--- config.mk ---
export PLATFORM = sky130hd
export DESIGN_NAME = sgi_div_step
export DESIGN_NICKNAME = d
export VERILOG_FILES = /design/src/hw/rtl/sgi_pkg.sv /design/src/hw/rtl/sgi_div_step.sv
export SDC_FILE = /design/constraint.sdc
export NUM_CORES = 1
export LEC_CHECK = 0
export BUFFER_PORTS_ARGS = -buffer_cell sky130_fd_sc_hd__buf_4
export CORE_MARGIN = 2
export CORE_UTILIZATION = 35
export CTS_BUF_LIST = sky130_fd_sc_hd__clkbuf_2
export DETAILED_ROUTE_END_ITERATION = 16
export SLEW_MARGIN = 15
export SYNTH_ARGS = -nofsm -noshare
export SYNTH_HDL_FRONTEND = slang
export SYNTH_SLANG_ARGS = --single-unit
--- constraint.sdc ---
create_clock -name clk -period 7.6 [get_ports clk]
set_clock_uncertainty 0.15 [all_clocks]
set_input_delay 0.38 -clock clk [delete_from_list [all_inputs] [get_ports clk]]
set_output_delay 0.38 -clock clk [all_outputs]
set_load 0.005 [all_outputs]
--- src/hw/rtl/sgi_pkg.sv ---
package sgi_pkg;

    // Coordinate width; every internal width follows from it.
    localparam int COORD_W = 16;
    localparam int DIFF_W  = COORD_W + 1;   // endpoint differences
    localparam int PROD_W  = 2 * DIFF_W;    // one cross-product term
    localparam int SUM_W   = PROD_W + 1;    // difference of two terms
    localparam int MAG_W   = PROD_W;        // magnitude of the denominator
    localparam int QUO_W   = COORD_W;       // quotient bits, one per divide step
    localparam int NUM_W   = MAG_W + QUO_W; // scaled numerator

    typedef logic signed [COORD_W-1:0] coord_t;

    // Item as it travels through the divide pipeline.
    typedef struct packed {
        coord_t             p0x;
        coord_t             p0y;
        logic               hit;
        logic               neg_x;
        logic               neg_y;
        logic [MAG_W-1:0]   den;
        logic [MAG_W-1:0]   rem_x;
        logic [MAG_W-1:0]   rem_y;
        logic [QUO_W-1:0]   low_x;
        logic [QUO_W-1:0]   low_y;
        logic [QUO_W-1:0]   q_x;
        logic [QUO_W-1:0]   q_y;
    } div_t;

endpackage

--- src/hw/rtl/sgi_div_step.sv ---
module sgi_div_step (
    input  logic          clk,
    input  logic          rst_n,
    input  logic          in_valid,
    output logic          in_ready,
    input  sgi_pkg::div_t in_data,
    output logic          out_valid,
    input  logic          out_ready,
    output sgi_pkg::div_t out_data
);

    sgi_pkg::div_t data_reg, data_next;
    logic          valid_reg;

    logic [sgi_pkg::MAG_W:0] trial_x, trial_y, sub_x, sub_y;
    logic                    take_x, take_y;

    // One restoring step per lane: shift in the next numerator bit, subtract if it fits.
    always_comb
    begin
        trial_x = {in_data.rem_x, in_data.low_x[sgi_pkg::QUO_W-1]};
        trial_y = {in_data.rem_y, in_data.low_y[sgi_pkg::QUO_W-1]};
        sub_x   = trial_x - {1'b0, in_data.den};
        sub_y   = trial_y - {1'b0, in_data.den};
        take_x  = !sub_x[sgi_pkg::MAG_W];
        take_y  = !sub_y[sgi_pkg::MAG_W];

        data_next       = in_data;
        data_next.rem_x = take_x ? sub_x[sgi_pkg::MAG_W-1:0] : trial_x[sgi_pkg::MAG_W-1:0];
        data_next.rem_y = take_y ? sub_y[sgi_pkg::MAG_W-1:0] : trial_y[sgi_pkg::MAG_W-1:0];
        data_next.low_x = {in_data.low_x[sgi_pkg::QUO_W-2:0], 1'b0};
        data_next.low_y = {in_data.low_y[sgi_pkg::QUO_W-2:0], 1'b0};
        data_next.q_x   = {in_data.q_x[sgi_pkg::QUO_W-2:0], take_x};
        data_next.q_y   = {in_data.q_y[sgi_pkg::QUO_W-2:0], take_y};
    end

    assign in_ready = !valid_reg || out_ready;

    always_ff @(posedge clk or negedge rst_n)
    begin
        if (!rst_n)
            valid_reg <= 1'b0;
        else if (in_ready)
            valid_reg <= in_valid;
    end

    always_ff @(posedge clk)
    begin
        if (in_ready && in_valid)
            data_reg <= data_next;
    end

    assign out_valid = valid_reg;
    assign out_data  = data_reg;

    a_rem_below_den: assert property (@(posedge clk) disable iff (!rst_n)
        valid_reg && data_reg.hit |-> data_reg.rem_x < data_reg.den
                                   && data_reg.rem_y < data_reg.den)
        else $error("divider remainder not below denominator on a hit");

endmodule

# Word level (Yosys, flattened, before mapping)
# Cells that the tools add are included.
[op_classes]
n_addsub = 2
muxes = 2
n_reduce_logical = 5
[op_table]
columns = ["operator", "count"]
rows = [
  ["$sub 35x34->35", 2],
  ["$mux 34", 2],
  ["$logic_not 1->1", 3],
  ["$logic_and 1x1->1", 1],
  ["$logic_or 1x1->1", 1],
]
[word_totals]
ff_bits = 200

# Logic depth before layout (Yosys ltp)
[depth]
depth_word = 3
depth_mapped = 14
ltp_nobuf = 12

# Worst setup path after synthesis
# No wires, ideal clock.
[synth_timing]
path_kind = "input-to-reg"
from = "in out_ready"
to = "reg data_reg (netlist bit out_data[0]) (enable)"
t_required_ps = 6866
setup_slack_ps = 1779
cell_stages = 2
t_arrival_ps = 5087
cell_sequence = "nand2b_1 and2_1"
[synth_via]
elab_chain_cells = 2
[synth_lines]
columns = ["element", "line", "source"]
rows = [
  ["start: declaration", "sgi_div_step.sv:8", "input logic out_ready,"],
  ["$logic_or 1x1->1", "sgi_div_step.sv:37", "assign in_ready = !valid_reg || out_ready;"],
  ["$logic_and 1x1->1", "sgi_div_step.sv:49", "if (in_ready && in_valid)"],
  ["end signal: assignment", "sgi_div_step.sv:50", "data_reg <= data_next;"],
  ["end: declaration", "sgi_div_step.sv:12", "sgi_pkg::div_t data_reg, data_next;"],
]
# Every way passes these cells.
# A chain may end at the register's enable or synchronous reset.

==> flow_summary_export.csv <==
group,metric,value,unit
run_status,status,"completed",
min_path,whs_path_depth,2,
finish,fillers,2601,
critical_path,regToRegSetupSlack,5.03,ns
global_route,grt_pass1_vias,10200,
sta,tightestPinTransition,0.903,ns
routing,detail_route.wl_per_cell,18.7,µm
critical_path,worstPathRequired,8.11,ns
clock_network,clock_sinks,200,
synth,synth-seq-cells,200,
routing,drtPass1Iterations,5,
finish,stdcell_count,2036,
die,rows,65,
synth,synth_cell_types,70,
die,fp.dieW,182,µm
min_path,hold_path_class,"input port to flip-flop",
synth,yosys_warnings,0,
finish,multi_input_area,0.00467,mm²
die,core_area,0.0314,mm²
placed_design,place_area,0.0145,mm²
critical_path,reg2reg_from,"out_valid",
sta,fmax,203,MHz
critical_path,crit_path_max_fanout,28,
routing,drt_iter0_drc,508,
critical_path,reg2reg_depth,3,
clock_network,cts_buffer_depth,2,
finish,fin_area,0.0178,mm²
sta,post-route-period-util,64.9,%
min_path,hold_start,"in_data[60]",
finish,drive_above_1_share,31.3,%
critical_path,worst_r2r_endpoint,"out_data[79]",
placed_design,dp.cells,1687,
sta,final-max-slew-violation-count,0,
critical_path,worstPathArrival,5.44,ns
routing,postRouteAntennaNets,0,
clock_network,htreeDepth,4,
min_path,worstHoldEndpoint,"out_data[61]",
sta,hold_viol,0,
synth,synthCells,910,
clock_network,ctsResizeCount,0,
global_route,grtUsageTotal,22.2,%
clock_network,cts_root_buf,"clkbuf_2",
synth,netlist_area,0.0111,mm²
die,die_h,182,µm
sta,finalSetupViolCount,0,
die,initial_utilization,35.4,%
finish,final_nets,1894,
sta,min_period,4.93,ns
placed_design,dp_hpwl,26200,µm
clock_network,clkLatencyLatePin,0.84,ns
critical_path,crit_path_end_kind,"flip-flop",
routing,viasPerCell,4.97,
clock_network,tritoncts,"done",
global_route,grt_pass1_wl,56400,µm
placed_design,gp_congestion,0.897,
sta,rsz0062_at_grt,"no",
die,dieArea,0.0332,mm²
routing,wirelength,38100,µm
pwr,ir_drop,0.0734,mV
finish,area_growth,60.6,%
critical_path,critPathLaunchType,"input port",
sta,relSlewSlack,39.8,%
pwr,p_leak,7.65,nW
flow_run,drv_cap,0,
synth,ys.flop_type,"edfxtp_1",
routing,vias,10100,
synth,synth-async-reset-ratio,0.500,%
global_route,antenna_found_initial,3,
synth,ys_seq_area_share,54.1,%
synth,syn_area_per_cell,12.2,µm²
global_route,grt_max_degree,139,
die,io_pins,408,
clock_network,clk_transition_reported_paths,0.29,ns
global_route,grt_overflow,0,
clock_network,cts_buffers,17,
synth,synth_edf_count,199,
routing,drc,0,
sta,tns,0,ns
critical_path,critPathKind,"input port to flip-flop",
placed_design,port_buffers,403,
finish,regArea,0.00600,mm²
pwr,power_density,156,mW/mm²
logic make-up after synthesis:
group | Yosys count | share of synthesized area, %
AOI/OAI and AO/OA | 241 | 14.1
xor gates and xnor gates | 52 | 4.10
adders and majority gates | 70 | 8.03
buffers and inverters | 96 | 3.93
DFF | 200 | 54.1
muxes | 67 | 7.52
other | 1 | 0.0338
and+or+nand+nor | 183 | 8.23
worst max path at each step:
| stage | to | from | slack [ns] | depth (start not counted) |
|---|---|---|---|---|
| floorplan | out_data[0] | out_ready | 1.78 | 2 |
| global placement | out_data[72] | in_data[47] | 3.11 | 13 |
| finish | out_data[73] | in_data[151] | 2.67 | 15 |
| detailed placement | out_data[72] | in_data[47] | 3.09 | 13 |
| CTS | out_data[73] | in_data[132] | 3.02 | 14 |
| global route | out_data[73] | in_data[151] | 2.59 | 15 |
flip-flops by register name, indices dropped and copies added, names as in the netlist:
name and count:
out_valid 1, out_data 199
worst max-delay path, stage by stage:
cell,delay (ns)
dlygate4sd3_1,0.54
dlygate4sd3_1,0.56
buf_4,0.11
inv_1,0.08
ha_1,0.39
and4_1,0.24
and3_1,0.21
and3_1,0.29
nor2_1,0.07
a21oi_1,0.44
a21oi_1,0.18
or3_2,0.65
buf_4,0.35
mux2_4,0.35
dlygate4sd3_1,0.55
layout make-up:
type | instances | share of cell area, %
Clock inverter | 11 | 0.533
Antenna cell | 3 | 0.0421
Inverter | 65 | 1.37
Clock buffer | 20 | 0.561
Sequential cell | 200 | 33.7
Multi-Input combinational cell | 615 | 26.2
Tap cell | 402 | 2.82
Timing Repair Buffer | 720 | 34.8
layer usage:
metal | global-route usage [%] | vias to the layer above | share of wire [%]
met5 | 0 | - | 0
met4 | 8.55 | 0 | 3.3
met3 | 4.31 | 59 | 5.2
met2 | 40.0 | 348 | 51
met1 | 26.2 | 4843 | 41
li1 | - | 4861 | -
layout by cell type (no fill, tap or decap), types with 13 or more instances in the layout:
cell,count
dlygate4sd3_1,315
o21ai_0,45
ha_1,68
xnor2_1,34
xor2_1,18
nand2_1,41
mux2_2,35
a31oi_1,16
edfxtp_1,199
inv_1,64
a21o_1,26
mux2_4,24
nor2_1,45
o21bai_1,14
a21oi_1,75
buf_4,404
clkbuf_2,20
nor3_1,15
nand4_1,13
synthesized netlist by cell type, drive strengths merged (4+ instances only):
library cell	instances	share of area (%)
nand4	13	0.73
nor2b	10	0.56
edfxtp	199	54
mux2	59	6.8
a2111oi	5	0.56
a21o	26	1.8
and3	9	0.51
nor2	46	1.6
o211ai	8	0.59
nor3	15	0.68
nand2	41	1.4
nand2b	8	0.45
inv	65	2.2
o21ai	47	2.1
a21oi	76	3.5
o21bai	15	1.0
clkbuf	17	0.60
a31oi	17	1.0
xnor2	34	2.7
a21boi	4	0.27
xor2	18	1.4
buf	14	1.1
o21a	11	0.74
a211oi	4	0.27
or3	4	0.23
and2	9	0.51
ha	68	7.7
nand3	11	0.50
nor4	6	0.34
mux2i	8	0.72
power breakdown:
| group | total, mW | internal, mW | switching (mW) |
|---|---|---|---|
| Clock | 0.497 | 0.0969 | 0.401 |
| Combinational | 0.929 | 0.512 | 0.417 |
| Sequential | 1.35 | 1.33 | 0.0246 |
| Total | 2.78 | 1.94 | 0.842 |
repair_timing:
| action | 4_1_cts | 5_1_grt |
|---|---|---|
| hold buffers | 307 | 8 |
| setup buffers | 0 | 0 |
| endpoints found under the hold margin | 199 | 8 |
metrics by stage:
step / util (%) / hold WS, ns / total power [mW] / setup WS (ns)
CTS: 56.5 / 0.0000261 / 2.79 / 3.02
global route: 56.8 / 0.000483 / 2.92 / 2.59
global placement: 46.1 / 0.0102 / 2.15 / 3.11
floorplan: - / -0.0656 / 1.85 / 1.78
detailed placement: 46.1 / 0.0130 / 2.16 / 3.09
finish: 56.8 / 0.0944 / 2.78 / 2.67
No activity file was read; power rests on OpenSTA's default activity.
