[config.mk]
export PLATFORM = sky130hd
export DESIGN_NAME = sgi_out_stage
export DESIGN_NICKNAME = d
export VERILOG_FILES = /design/src/hw/rtl/sgi_pkg.sv /design/src/hw/rtl/sgi_out_stage.sv
export SDC_FILE = /design/constraint.sdc
export NUM_CORES = 1
export LEC_CHECK = 0
export BUFFER_PORTS_ARGS = -buffer_cell sky130_fd_sc_hd__buf_2
export CAP_MARGIN = 25
export CORE_ASPECT_RATIO = 0.5
export CORE_MARGIN = 1.5
export CORE_UTILIZATION = 37
export CTS_CLUSTER_SIZE = 10
export DETAILED_ROUTE_END_ITERATION = 8
export PLACE_DENSITY = 0.77
export SLEW_MARGIN = 20
export SYNTH_ARGS = -nofsm -noshare
export SYNTH_HDL_FRONTEND = slang
export SYNTH_SLANG_ARGS = --single-unit
export TNS_END_PERCENT = 30
[constraint.sdc]
create_clock -name clk -period 1.75 [get_ports clk]
set_input_delay 0.0875 -clock clk [delete_from_list [all_inputs] [get_ports clk]]
set_output_delay 0.0875 -clock clk [all_outputs]
set_load 0.05 [all_outputs]
[src/hw/rtl/sgi_pkg.sv]
package sgi_pkg;

    // Coordinate width; every internal width follows from it.
    localparam int COORD_W = 16;
    localparam int DIFF_W  = COORD_W + 1;   // endpoint differences
    localparam int PROD_W  = 2 * DIFF_W;    // one cross-product term
    localparam int SUM_W   = PROD_W + 1;    // difference of two terms
    localparam int MAG_W   = PROD_W;        // magnitude of the denominator
    localparam int QUO_W   = COORD_W;       // quotient bits, one per divide step
    localparam int NUM_W   = MAG_W + QUO_W; // scaled numerator

    typedef logic signed [COORD_W-1:0] coord_t;

    // Item as it travels through the divide pipeline.
    typedef struct packed {
        coord_t             p0x;
        coord_t             p0y;
        logic               hit;
        logic               neg_x;
        logic               neg_y;
        logic [MAG_W-1:0]   den;
        logic [MAG_W-1:0]   rem_x;
        logic [MAG_W-1:0]   rem_y;
        logic [QUO_W-1:0]   low_x;
        logic [QUO_W-1:0]   low_y;
        logic [QUO_W-1:0]   q_x;
        logic [QUO_W-1:0]   q_y;
    } div_t;

endpackage

[src/hw/rtl/sgi_out_stage.sv]
module sgi_out_stage (
    input  logic            clk,
    input  logic            rst_n,
    input  logic            in_valid,
    output logic            in_ready,
    input  sgi_pkg::div_t   in_data,
    output logic            out_valid,
    input  logic            out_ready,
    output logic            hit,
    output sgi_pkg::coord_t cross_x,
    output sgi_pkg::coord_t cross_y
);

    typedef logic signed [sgi_pkg::COORD_W:0] ext_t;

    logic            valid_reg;
    logic            hit_reg, hit_next;
    sgi_pkg::coord_t x_reg, x_next, y_reg, y_next;
    ext_t            qx, qy, sum_x, sum_y;

    // Apply the direction sign to each quotient and add it to the start point.
    always_comb
    begin
        qx       = ext_t'({1'b0, in_data.q_x});
        qy       = ext_t'({1'b0, in_data.q_y});
        sum_x    = ext_t'(in_data.p0x) + (in_data.neg_x ? -qx : qx);
        sum_y    = ext_t'(in_data.p0y) + (in_data.neg_y ? -qy : qy);
        hit_next = in_data.hit;
        x_next   = in_data.hit ? sum_x[sgi_pkg::COORD_W-1:0] : '0;
        y_next   = in_data.hit ? sum_y[sgi_pkg::COORD_W-1:0] : '0;
    end

    assign in_ready = !valid_reg || out_ready;

    always_ff @(posedge clk or negedge rst_n)
    begin
        if (!rst_n)
            valid_reg <= 1'b0;
        else if (in_ready)
            valid_reg <= in_valid;
    end

    always_ff @(posedge clk)
    begin
        if (in_ready && in_valid)
        begin
            hit_reg <= hit_next;
            x_reg   <= x_next;
            y_reg   <= y_next;
        end
    end

    assign out_valid = valid_reg;
    assign hit       = hit_reg;
    assign cross_x   = x_reg;
    assign cross_y   = y_reg;

endmodule

=== Word-level counts from Yosys, hierarchy flattened ===
Index checks and enable logic that the tools add are counted.
W data, S select, Z words.

* Bits in registers: 34
* Output and inout bits: 35
* Logic and storage cells: 13

* Add/sub/neg operators: 4
* Multiplexer cells: 2
* Reduce and logical (&&, ||, !) cells: 3

{| class="wikitable"
|+ Operator list
! cell !! number
|-
| $add A16 B16 Y16 || 2
|-
| $mux W16 || 2
|-
| $neg A16 Y16 || 2
|-
| $logic_and A1 B1 Y1 || 1
|-
| $logic_not A1 Y1 || 1
|-
| $logic_or A1 B1 Y1 || 1
|}

=== Longest topological paths before layout ===
Gate-level depths: netlist (run 1).

* Word-level depth: 3
* Mapped depth: 13
* Depth with buffers taken out: 13

=== Least setup slack after synthesis (run 1) ===
No wires, ideal clock.

* Kind: input -> register
* From: input in_data[1] (netlist name)
* To: register y_reg[15], in the netlist cross_y[15] (data pin)
* Arrival time: 2.787 ns
* Required time: 1.485 ns
* Setup slack: -1.302 ns
* Stages on the path: 13
* Path through: inv_1 ha_1 nand2_1 or4_1 o41ai_1 xnor2_1 ha_1 a21o_1 a21o_1 a221o_1 o21ba_2 a211oi_1 mux2i_1

* Cells in the longest elaborated chain, start to end: 3

{| class="wikitable"
|+ RTL lines
! what !! RTL line !! source
|-
| start, declared || sgi_out_stage.sv:6 || <nowiki>input sgi_pkg::div_t in_data,</nowiki>
|-
| $neg A16 Y16 || sgi_out_stage.sv:27 || <nowiki>sum_y = ext_t'(in_data.p0y) + (in_data.neg_y ? -qy : qy);</nowiki>
|-
| $mux W16 * || sgi_out_stage.sv:27 ||
|-
| $add A16 B16 Y16 * || sgi_out_stage.sv:27 ||
|-
| end signal, assigned || sgi_out_stage.sv:49 || <nowiki>y_reg <= y_next;</nowiki>
|-
| end, declared || sgi_out_stage.sv:18 || <nowiki>sgi_pkg::coord_t x_reg, x_next, y_reg, y_next;</nowiki>
|}

Mark *: on every way between the ends. The rest lies on a longest branch, timed or not.
A chain may end at the register's enable or synchronous reset.

=== Worst setup path in the final report (run 1) ===
Ends and elaborated chain as after synthesis.

==> impl_summary.log, run 1 <==
[metrics] run status: complete, but fails checks
[metrics] violated checks: setup timing
[metrics] transition time at the pin with the least slew margin: 0.605 ns
[metrics] total count of max-transition violations in the final report: 0
[metrics] share of final-layout standard cells stronger than drive strength 1: 53.2%
[metrics] Bufs on Longest Clock Path: 2
[metrics] via count: 3198
[metrics] clock tree root driver cell: sky130_fd_sc_hd__clkbuf_16
[metrics] weighted congestion reported at the end of routability-driven placement: 0.899
[metrics] vertical extent of the die: between 60 and 70 um
[metrics] cell-internal power: ~0.0026 W
[metrics] post-route worst setup slack: -0.966 ns
[metrics] number of input and output port buffers inserted: 105
[metrics] Global Route met3 Usage: 2.19%
[metrics] Placeable Area: 0.00826 sq mm
[metrics] remaining design rule violation count: 0
[metrics] hold worst-path end: out_valid$_DFFE_PN0N_
[metrics] Cell Area, Synth: around 0.0032 sq mm
[metrics] worst r2r dst: cross_x[6]$_SDFFCE_PN0P_
[metrics] mean area per synthesized cell: between 9 and 10 sq um
[metrics] net count of the finished layout: 787
[metrics] power spent charging and discharging nets: 0.00136 W
[metrics] worst hold margin: 0.0299 ns
[metrics] critical path arrival: 2.74 ns
[metrics] hold path start: in_valid
[metrics] portion of total power attributed to the clock network: about 24%
[metrics] initial detailed-routing violation count: 84
[metrics] detailed-routing iteration count for the pre-antenna-repair pass: 4
[metrics] clock sink total: 34
[metrics] register-to-register setup slack: 0.50 ns
[metrics] number of violations of the max-capacitance limit: 0
[metrics] initial antenna violation count: 0
[metrics] maximum net fanout on the critical path: 3
[metrics] total power after layout: 0.00396 W
[metrics] leakage power figure: ~2.4 nW
[metrics] TNS Setup: -13.16 ns
[metrics] Post-Synthesis Cells: 329
[metrics] Worst setup SP type: primary input
[metrics] crit share post-route: 155%
[metrics] pin count of the biggest net entering global routing: 40
[metrics] syn nets: 575
[metrics] peak ir drop on the vdd network: 0.388 mV
[metrics] unrepaired setup endpoints after global routing: yes
[metrics] global-route wire length before repair: 13800 um
[metrics] most crowded layer after global routing: met2
[metrics] most common cell after layout, fill and taps aside: sky130_fd_sc_hd__buf_4
[metrics] worst setup slack before clock tree synthesis: -1.39 ns
[metrics] H-tree depth: 2
[metrics] clock tree from TritonCTS: done
[metrics] Max Fclk: roughly 370 MHz
[metrics] detail-routed net length per standard cell: 13.0 um
[metrics] Die Span X: 136 um
[metrics] sequential group share of total power: 26.0%
[metrics] type of the most critical hold path: in -> reg
[metrics] effective utilization at floorplan: 39.3%
[metrics] number of cell rows: 23
[metrics] proportion of total power due to net switching: roughly a third
[metrics] hpwl dp: about 6700 um
[metrics] vias in the first global route: roughly 3200
[metrics] minimum clock period after layout: 2.72 ns
[metrics] # placed instances: around 640
[metrics] Comb power frac: 49.8%
[metrics] top-level I/O count: 240
[metrics] data required time at the worst endpoint: about 1.8 ns
[metrics] top library cells by usage in the layout, fill and taps aside: sky130_fd_sc_hd__buf_4, sky130_fd_sc_hd__buf_2, sky130_fd_sc_hd__ha_1
[metrics] Max-Slew Margin vs Limit: 59.7%
[metrics] met2 layer usage reported by global route: 35.1%
[metrics] post-synthesis async set-or-reset flop share: 2.94%
[metrics] cell count of the worst hold path: 2
[metrics] Total GRT Usage: 18.0%
[metrics] startpoint of the most critical register-to-register path: out_valid$_DFFE_PN0N_
[metrics] CTS Buf Count: 5
[metrics] filler-free cell count of the finished design: 653
[metrics] number of register bits inferred by synthesis: 34
[metrics] area enclosed by the die boundary: 0.00938 sq mm
[metrics] total power divided by cell area: 753 mW/mm^2
[metrics] residual antenna-violating net count after detailed routing: 0
[metrics] crit path capture type: flop
[metrics] total congestion overflow: 0
[metrics] post-synthesis cell type count: 50
[metrics] number of flops mapped to enable cells by yosys: 33
[metrics] clock-pin slew on the worst setup and hold paths: approximately 0.050 ns
[metrics] met1 usage in global routing: just over 20%
[metrics] final hold viol count: 0
[metrics] count of final setup violators: 23
[metrics] Syn-to-layout area delta: 62.0%
[metrics] clock insertion delay at the later pin of the skew report: 0.27 ns
[metrics] wirelength, routed: ~8500 um
[metrics] Worst R2R Path Depth: 2
[metrics] number of warnings printed during yosys synthesis: 0
[metrics] number of antenna diodes: 0
[metrics] commonest register cell after synthesis: sky130_fd_sc_hd__edfxtp_1
[metrics] sequential cell area fraction in the yosys report: between 30% and 40%
[metrics] type of the worst setup path: in -> reg
[metrics] routed vias/inst: 4.90
[metrics] final clock skew: 0.00162 ns
[through the flow]
step	utilization, %	area [sq um]
2_1_floorplan	-	3380
3_3_place_gp	57.7	4760
3_5_place_dp	57.7	4760
4_1_cts	61.5	5080
5_1_grt	63.7	5260
6_report	63.7	5260
[synth_stat cells (2+ instances only)]
cell type	number	area [sq um]
sky130_fd_sc_hd__o41ai_1	2	17.5
sky130_fd_sc_hd__o31ai_1	13	97.6
sky130_fd_sc_hd__o21ai_1	14	70.1
sky130_fd_sc_hd__and2_1	24	150
sky130_fd_sc_hd__o21bai_1	2	15.0
sky130_fd_sc_hd__and3b_1	3	26.3
sky130_fd_sc_hd__a221o_1	2	20.0
sky130_fd_sc_hd__and3_1	2	12.5
sky130_fd_sc_hd__fa_1	2	40.0
sky130_fd_sc_hd__a31oi_1	3	18.8
sky130_fd_sc_hd__nand2_1	21	78.8
sky130_fd_sc_hd__nor2b_1	5	31.3
sky130_fd_sc_hd__a21o_1	10	75.1
sky130_fd_sc_hd__clkbuf_1	5	18.8
sky130_fd_sc_hd__xor2_1	11	96.3
sky130_fd_sc_hd__nand4_1	3	18.8
sky130_fd_sc_hd__nand2b_1	9	56.3
sky130_fd_sc_hd__a211oi_1	3	22.5
sky130_fd_sc_hd__or3_1	6	37.5
sky130_fd_sc_hd__ha_1	39	488
sky130_fd_sc_hd__mux2i_1	5	50.1
sky130_fd_sc_hd__nor3_1	4	20.0
sky130_fd_sc_hd__nand3_1	3	15.0
sky130_fd_sc_hd__o21ai_0	6	30.0
sky130_fd_sc_hd__a21oi_1	20	100
sky130_fd_sc_hd__or4_1	2	15.0
sky130_fd_sc_hd__and4_1	2	17.5
sky130_fd_sc_hd__nor2_1	9	33.8
sky130_fd_sc_hd__edfxtp_1	33	991
sky130_fd_sc_hd__o41ai_2	2	32.5
sky130_fd_sc_hd__xnor2_1	38	333
sky130_fd_sc_hd__inv_1	8	30.0
[critical path, cell delays in order]
cell and delay (ns):
sky130_fd_sc_hd__buf_6 0.10, sky130_fd_sc_hd__or3_4 0.38, sky130_fd_sc_hd__or4b_4 0.53, sky130_fd_sc_hd__o31ai_4 0.22
sky130_fd_sc_hd__xnor2_2 0.10, sky130_fd_sc_hd__ha_2 0.18, sky130_fd_sc_hd__a21o_1 0.16, sky130_fd_sc_hd__a21o_1 0.17
sky130_fd_sc_hd__a221o_1 0.34, sky130_fd_sc_hd__o21ba_2 0.21, sky130_fd_sc_hd__a211oi_2 0.17, sky130_fd_sc_hd__mux2i_1 0.10
[how the worst max path moves through the flow]
stage               startpoint                         to  slack, ns
CTS                 in_data[1]  cross_y[15]$_SDFFCE_PN0P_      -1.07
floorplan           in_data[1]  cross_y[15]$_SDFFCE_PN0P_      -1.15
global route        in_data[1]  cross_y[15]$_SDFFCE_PN0P_      -1.07
finish              in_data[1]  cross_y[15]$_SDFFCE_PN0P_      -0.97
global placement    in_data[1]  cross_y[15]$_SDFFCE_PN0P_      -1.31
detailed placement  in_data[0]  cross_y[15]$_SDFFCE_PN0P_      -1.39
[kinds of logic (layout without fill, tap and decap cells)]
logic type / after synthesis / count (layout) / synth area share [%]
multiplexers: 5 / 5 / 1.54
flip-flops: 34 / 34 / 31.3
adder cells (fa/ha/maj): 41 / 41 / 16.3
AO/OA/AOI/OAI: 88 / 88 / 18.3
XOR/XNOR: 49 / 49 / 13.2
AND/OR/NAND/NOR: 98 / 98 / 17.7
buffers and inverters: 14 / 226 / 1.73
[cell type report]
class	count	area [sq um]
well taps	112	140
clock inverters	2	33.8
inverters	8	30.0
clock buffers	5	125
multi-input cells	281	2550
repair buffers	211	1370
fillers	656	3000
flip-flops and latches	34	1020
[power by group through the flow]
| stage | clock, W | sequential [W] | combinational, W |
|---|---|---|---|
| floorplan | 0 | 0.00133 | 0.000851 |
| global placement | 0 | 0.00105 | 0.00176 |
| detailed placement | 0 | 0.00105 | 0.00180 |
| CTS | 0.000980 | 0.00103 | 0.00188 |
| global route | 0.00102 | 0.00104 | 0.00215 |
| finish | 0.000960 | 0.00103 | 0.00197 |
[metal layers]
layer  wire [um]  vias to the layer above
met4         127                        0
met1        3590                     1467
met5           0                        -
met3         268                       14
met2        4500                       59
li1            -                     1658
[what timing repair did]
item | in CTS | in global routing
cloned | 0 | 0
setup buffers | 4 | 3
pin swaps | 17 | 15
hold buffers | 1 | 0
gates resized for setup | 26 | 33
endpoints found under the setup margin | 24 | 25
endpoints found under the hold margin | 1 | 0
Power figures use the tool's default switching activity.
==> run 2, diff against run 1 <==
--- a/config.mk
+++ b/config.mk
@@ -7,7 +7,7 @@
 export LEC_CHECK = 0
 export BUFFER_PORTS_ARGS = -buffer_cell sky130_fd_sc_hd__buf_2
 export CAP_MARGIN = 25
-export CORE_ASPECT_RATIO = 0.5
+export CORE_ASPECT_RATIO = 0.9
 export CORE_MARGIN = 1.5
 export CORE_UTILIZATION = 37
 export CTS_CLUSTER_SIZE = 10
==> run 2 against run 1 <==
- the flow still finishes with violations (setup timing)
- combinational power up 4%
- fmax down 0.39%
- setup slack worse by 0.010 ns
- hold slack worse by 0.016 ns
- global-route usage up 3.4 points
==> impl_summary.log, run 2 (synthesized netlist as in run 1, its figures left out) <==
[metrics] run status: complete, but fails checks
[metrics] violated checks: setup timing
[metrics] TNS Setup: -14.25 ns
[metrics] Worst setup SP type: primary input
[metrics] initial detailed-routing violation count: 195
[metrics] total congestion overflow: 0
[metrics] final hold viol count: 0
[metrics] leakage power figure: 2.43 nW
[metrics] vias in the first global route: 3487
[metrics] share of final-layout standard cells stronger than drive strength 1: between 50 and 60%
[metrics] data required time at the worst endpoint: approximately 1.9 ns
[metrics] largest incremental delay on the critical path: around 0.54 ns
[metrics] most common cell after layout, fill and taps aside: sky130_fd_sc_hd__buf_4
[metrics] number of input and output port buffers inserted: around 110
[metrics] filler-free cell count of the finished design: just under 700
[metrics] clock sink total: 34
[metrics] peak ir drop on the vdd network: roughly 0.36 mV
[metrics] total power divided by cell area: 686 mW/mm^2
[metrics] via count: 3444
[metrics] remaining design rule violation count: 0
[metrics] critical path arrival: 2.87 ns
[metrics] count of final setup violators: 24
[metrics] crit path capture type: flop
[metrics] number of violations of the max-capacitance limit: 0
[metrics] top-level I/O count: 240
[metrics] CP bufs+invs: 1
[metrics] final clock skew: 0.0104 ns
[metrics] Max Fclk: 367 MHz
[metrics] type of the worst setup path: in -> reg
[metrics] maximum net fanout on the critical path: 3
[metrics] routed vias/inst: 5.10
[metrics] number of cell rows: 32
[metrics] Sequential cell area: 0.00102 sq mm
[metrics] transition time at the pin with the least slew margin: about 0.46 ns
[metrics] wirelength, routed: around 10000 um
[metrics] post-route worst setup slack: -0.977 ns
[metrics] clock-pin slew on the worst setup and hold paths: around 0.080 ns
[metrics] CTS Buf Count: 5
[metrics] # placed instances: 654
[metrics] total count of max-transition violations in the final report: 0
[metrics] Die Span X: 102 um
[metrics] worst setup slack before clock tree synthesis: -1.36 ns
[metrics] weighted congestion reported at the end of routability-driven placement: 0.910
[metrics] Syn-to-layout area delta: 64.7%
[metrics] effective utilization at floorplan: 38.1%
[metrics] pin count of the biggest net entering global routing: 34
[metrics] cell repeated most along the worst path: sky130_fd_sc_hd__a21o_1
[metrics] detailed-routing iteration count for the pre-antenna-repair pass: 4
[metrics] clock tree from TritonCTS: done
[metrics] global-route wire length before repair: 15800 um
[metrics] cells traversed along the worst timing path: buf_8 > or3_4 > or4b_4 > o31ai_4 > xnor2_2 > ha_2 > a21o_1 > a21o_1 > a221o_1 > o21ba_2 > a211oi_2 > mux2i_1
[metrics] clock insertion delay at the later pin of the skew report: a little under 0.3 ns
[metrics] clock tree root driver cell: sky130_fd_sc_hd__clkbuf_8
[metrics] filler cell count in the final layout: 695
[metrics] Placeable Area: approximately 0.0085 sq mm
[metrics] crit share post-route: 156%
[metrics] unrepaired setup endpoints after global routing: yes
[metrics] residual antenna-violating net count after detailed routing: 0
[metrics] area enclosed by the die boundary: a little over 0.009 sq mm
[metrics] net count of the finished layout: 799
[metrics] Total GRT Usage: ~21%
[metrics] cell family with most CP delay: compound AO/OA/AOI/OAI gates
[metrics] type of the most critical hold path: in -> reg
[metrics] top library cells by usage in the layout, fill and taps aside: sky130_fd_sc_hd__buf_4, sky130_fd_sc_hd__buf_2, sky130_fd_sc_hd__ha_1
[metrics] vertical extent of the die: just over 90 um
[metrics] multi-input logic area: 0.00260 sq mm
[metrics] slowest cell on the critical path: sky130_fd_sc_hd__or4b_4
[metrics] hpwl dp: 7640 um
[metrics] H-tree depth: 2
[metrics] initial antenna violation count: 3
[metrics] minimum clock period after layout: 2.73 ns
[metrics] detail-routed net length per standard cell: 15.5 um
[metrics] Max-Slew Margin vs Limit: 69.5%
[metrics] Bufs on Longest Clock Path: 2
==> run 2: cell count changes in the layout (fill, tap and decap cells not counted), moves of 2 or more <==
cell / delta
sky130_fd_sc_hd__buf_6: +4
sky130_fd_sc_hd__diode_2: +2
sky130_fd_sc_hd__o21ai_1: -4
sky130_fd_sc_hd__buf_4: +8
sky130_fd_sc_hd__clkbuf_8: +5
sky130_fd_sc_hd__o21ai_4: +3
sky130_fd_sc_hd__a21oi_1: +2
sky130_fd_sc_hd__nand2_2: -2
sky130_fd_sc_hd__nor3_1: -2
sky130_fd_sc_hd__xnor2_2: -2
sky130_fd_sc_hd__a21oi_4: -2
sky130_fd_sc_hd__clkbuf_16: -5
==> run 2: layout make-up <==
cell class / count / share of cell area (%)
antenna: 2 / 0.0936
tap: 119 / 2.78
clock buffer: 6 / 1.36
multi-input combinational: 281 / 48.6
timing repair buffer: 223 / 27.5
sequential: 34 / 19.0
inverter: 8 / 0.561
clock inverter: 2 / 0.164
==> run 2: worst paths after layout <==
check | startpoint | endpoint | slack [ns] | depth (start not counted)
min in group asynchronous | rst_n | out_valid$_DFFE_PN0N_ | 0.10 | 2
max in group asynchronous | rst_n | out_valid$_DFFE_PN0N_ | 1.56 | 2
hold / removal | in_valid | out_valid$_DFFE_PN0N_ | 0.01 | 2
setup / recovery | in_data[1] | cross_y[15]$_SDFFCE_PN0P_ | -0.98 | 12
hold reg to reg | out_valid$_DFFE_PN0N_ | out_valid$_DFFE_PN0N_ | 0.53 | 2
setup reg to reg | out_valid$_DFFE_PN0N_ | cross_y[12]$_SDFFCE_PN0P_ | 0.48 | 2
==> run 2: power breakdown <==
| part | internal [W] | switching, W | leakage, nW | total, W |
|---|---|---|---|---|
| clock | 0.000275 | 0.000324 | 0.0426 | 0.000598 |
| combinational | 0.000945 | 0.00110 | 2.06 | 0.00204 |
| sequential | 0.00101 | 0.0000192 | 0.334 | 0.00103 |
| total | 0.00223 | 0.00144 | 2.43 | 0.00367 |
==> run 2: repair_timing <==
item / in CTS / in global routing
hold buffers: 1 / 0
buffers inserted: 5 / 5
resized for setup: 30 / 41
hold endpoints to repair: 1 / 0
pin swaps: 25 / 30
endpoints found under the setup margin: 24 / 25
==> run 2: stage by stage <==
step | power, W | hold WS (ns) | instance area (sq um) | utilization, %
6_report | 0.00367 | 0.0136 | 5350 | 62.7
5_1_grt | 0.00387 | 0.0215 | 5350 | 62.7
4_1_cts | 0.00355 | 0.0112 | 5120 | 60.0
3_5_place_dp | 0.00287 | -0.134 | 4830 | 56.6
3_3_place_gp | 0.00282 | -0.137 | 4830 | 56.6
2_1_floorplan | 0.00218 | -0.208 | 3380 | -
==> run 2: per-layer routing <==
metal	vias up	global-route usage (%)	routed length (um)
met2	116	37.8	5370
met3	30	3.81	422
met1	1616	25.2	4230
met4	2	9.38	409
li1	1680	-	-
met5	-	0	12
==> run 3, diff against run 2 <==
==> constraint.sdc (replaced) <==
create_clock -name clk -period 2.2 [get_ports clk]
set_input_delay 0.11 -clock clk [delete_from_list [all_inputs] [get_ports clk]]
set_output_delay 0.11 -clock clk [all_outputs]
set_load 0.05 [all_outputs]
==> run 3 against run 2 <==
- the run still ends with setup timing left
- count of clock-buffer cells in the layout unchanged
- hold slack improved by 0.0035 ns
- largest cell class unchanged
- first-iteration DRC count is 42% lower
- highest routed layer is now met4
- critical endpoint unchanged
- routed wire length fell by 8.4%
- utilization down 2.7 points
- cell count decreased by 2.4%
- sequential power shrank 20%
- sequential share of layout area rose by 0.86 points
==> impl_summary.log, run 3 (synthesized netlist as in run 1, its figures left out) <==
[metrics] clock sink total: 34
[metrics] wirelength, routed: 9570 um
[metrics] number of input and output port buffers inserted: 105
[metrics] TNS Setup: -5.31 ns
[metrics] Max Fclk: 360 MHz
[metrics] area enclosed by the die boundary: 0.00935 sq mm
[metrics] Bufs on Longest Clock Path: 2
[metrics] vias in the first global route: 3224
[metrics] initial antenna violation count: 1
[metrics] Placeable Area: between 0.008 and 0.009 sq mm
[metrics] Max-Slew Margin vs Limit: 61.7%
[metrics] run status: complete, but fails checks
[metrics] clock-pin slew on the worst setup and hold paths: about 0.080 ns
[metrics] H-tree depth: 2
[metrics] number of violations of the max-capacitance limit: 0
[metrics] share of final-layout standard cells stronger than drive strength 1: 49.2%
[metrics] total congestion overflow: 0
[metrics] total power after layout: 0.00286 W
[metrics] top-level I/O count: 240
[metrics] final clock skew: about 0.013 ns
[metrics] Worst R2R Path Depth: 3
[metrics] detailed-routing iteration count for the pre-antenna-repair pass: 4
[metrics] Syn-to-layout area delta: 57.5%
[metrics] residual antenna-violating net count after detailed routing: 0
[metrics] number of cell rows: 32
[metrics] total count of max-transition violations in the final report: 0
[metrics] Total GRT Usage: 19.9%
[metrics] unrepaired setup endpoints after global routing: yes
[metrics] Worst setup SP type: primary input
[metrics] type of the most critical hold path: in -> reg
[metrics] detail-routed net length per standard cell: 14.5 um
[metrics] peak ir drop on the vdd network: 0.334 mV
[metrics] clock insertion delay at the later pin of the skew report: 0.29 ns
[metrics] most common cell after layout, fill and taps aside: sky130_fd_sc_hd__buf_2
[metrics] total power divided by cell area: 558 mW/mm^2
[metrics] post-route worst setup slack: -0.574 ns
[metrics] initial detailed-routing violation count: 113
[metrics] transition time at the pin with the least slew margin: 0.574 ns
[metrics] net count of the finished layout: 784
[metrics] filler cell count in the final layout: between 700 and 800
[metrics] clock tree root driver cell: sky130_fd_sc_hd__clkbuf_8
[metrics] vertical extent of the die: between 90 and 100 um
[metrics] crit share post-route: 126%
[metrics] data required time at the worst endpoint: 2.34 ns
[metrics] leakage power figure: 2.35 nW
[metrics] minimum clock period after layout: between 2 and 3 ns
[metrics] count of final setup violators: 16
[metrics] CTS Buf Count: 5
[metrics] hpwl dp: 7520 um
[metrics] effective utilization at floorplan: 38.1%
[metrics] type of the worst setup path: in -> reg
[metrics] remaining design rule violation count: 0
[metrics] clock tree from TritonCTS: done
[metrics] top library cells by usage in the layout, fill and taps aside: sky130_fd_sc_hd__buf_2, sky130_fd_sc_hd__buf_4, sky130_fd_sc_hd__ha_1
[metrics] global-route wire length before repair: 14800 um
[metrics] crit path capture type: flop
[metrics] Die Span X: 102 um
[metrics] final standard cell utilization of the core: 60.0%
[metrics] worst hold margin: 0.0171 ns
[metrics] pin count of the biggest net entering global routing: 40
[metrics] violated checks: setup timing
[metrics] weighted congestion reported at the end of routability-driven placement: approximately 0.9
[metrics] critical path arrival: 2.91 ns
[metrics] routed vias/inst: 4.97
[metrics] cell count of the worst hold path: 2
[metrics] via count: between 3000 and 4000
[metrics] maximum net fanout on the critical path: 6
[metrics] final hold viol count: 0
run 3: layout make-up:
cell class | count | area (sq um) | area share, %
Multi-Input combinational cell | 281 | 2500 | 48.8
Timing Repair Buffer | 208 | 1340 | 26.2
Sequential cell | 34 | 1020 | 19.9
Tap cell | 119 | 149 | 2.91
Clock buffer | 6 | 72.6 | 1.42
Inverter | 8 | 30.0 | 0.587
Clock inverter | 2 | 8.76 | 0.171
Antenna cell | 1 | 2.50 | 0.0489
run 3: stage by stage:
stage | area (sq um) | cells | setup WS, ns
2_1_floorplan | 3370 | 329 | -0.724
3_3_place_gp | 4760 | 645 | -0.865
3_5_place_dp | 4760 | 645 | -0.927
4_1_cts | 4940 | 655 | -0.627
5_1_grt | 5120 | 659 | -0.735
6_report | 5120 | 659 | -0.574
run 3: final timing paths:
path	start	endpoint	slack, ns
setup / recovery	in_data[1]	cross_y[15]$_SDFFCE_PN0P_	-0.57
min in group asynchronous	rst_n	out_valid$_DFFE_PN0N_	0.12
setup reg to reg	out_valid$_DFFE_PN0N_	cross_y[10]$_SDFFCE_PN0P_	0.61
max in group asynchronous	rst_n	out_valid$_DFFE_PN0N_	2.00
hold reg to reg	out_valid$_DFFE_PN0N_	out_valid$_DFFE_PN0N_	0.53
hold / removal	in_valid	out_valid$_DFFE_PN0N_	0.02
run 3: worst max-delay path, stage by stage:
cell	delay, ns
sky130_fd_sc_hd__buf_2	0.12
sky130_fd_sc_hd__inv_1	0.07
sky130_fd_sc_hd__ha_1	0.17
sky130_fd_sc_hd__nand2_2	0.06
sky130_fd_sc_hd__or4_4	0.46
sky130_fd_sc_hd__o41ai_4	0.23
sky130_fd_sc_hd__xnor2_1	0.15
sky130_fd_sc_hd__ha_1	0.26
sky130_fd_sc_hd__buf_4	0.17
sky130_fd_sc_hd__and4_1	0.21
sky130_fd_sc_hd__a221o_1	0.31
sky130_fd_sc_hd__o21ba_2	0.21
sky130_fd_sc_hd__a211oi_2	0.16
sky130_fd_sc_hd__mux2i_1	0.22
run 3: power by group:
part / switching [W] / internal [W]
clock: 0.000254 / 0.000219
combinational: 0.000843 / 0.000721
sequential: 0.0000155 / 0.000804
total: 0.00111 / 0.00174
run 3: layer usage:
layer | global-route usage, % | up-vias | wire length, um | share of wire (%)
met5 | 0 | - | 0 | 0
met4 | 6.37 | 0 | 283 | 3.0
met3 | 2.74 | 16 | 403 | 4.2
met2 | 35.1 | 78 | 4850 | 51
met1 | 25.0 | 1542 | 4030 | 42
li1 | - | 1641 | - | -
run 3: repair_timing:
action,in CTS,in global routing
hold buffers,1,0
gates resized for setup,15,30
hold endpoints to repair,1,0
pin swaps,13,20
setup endpoints to repair,18,19
setup buffers,1,3
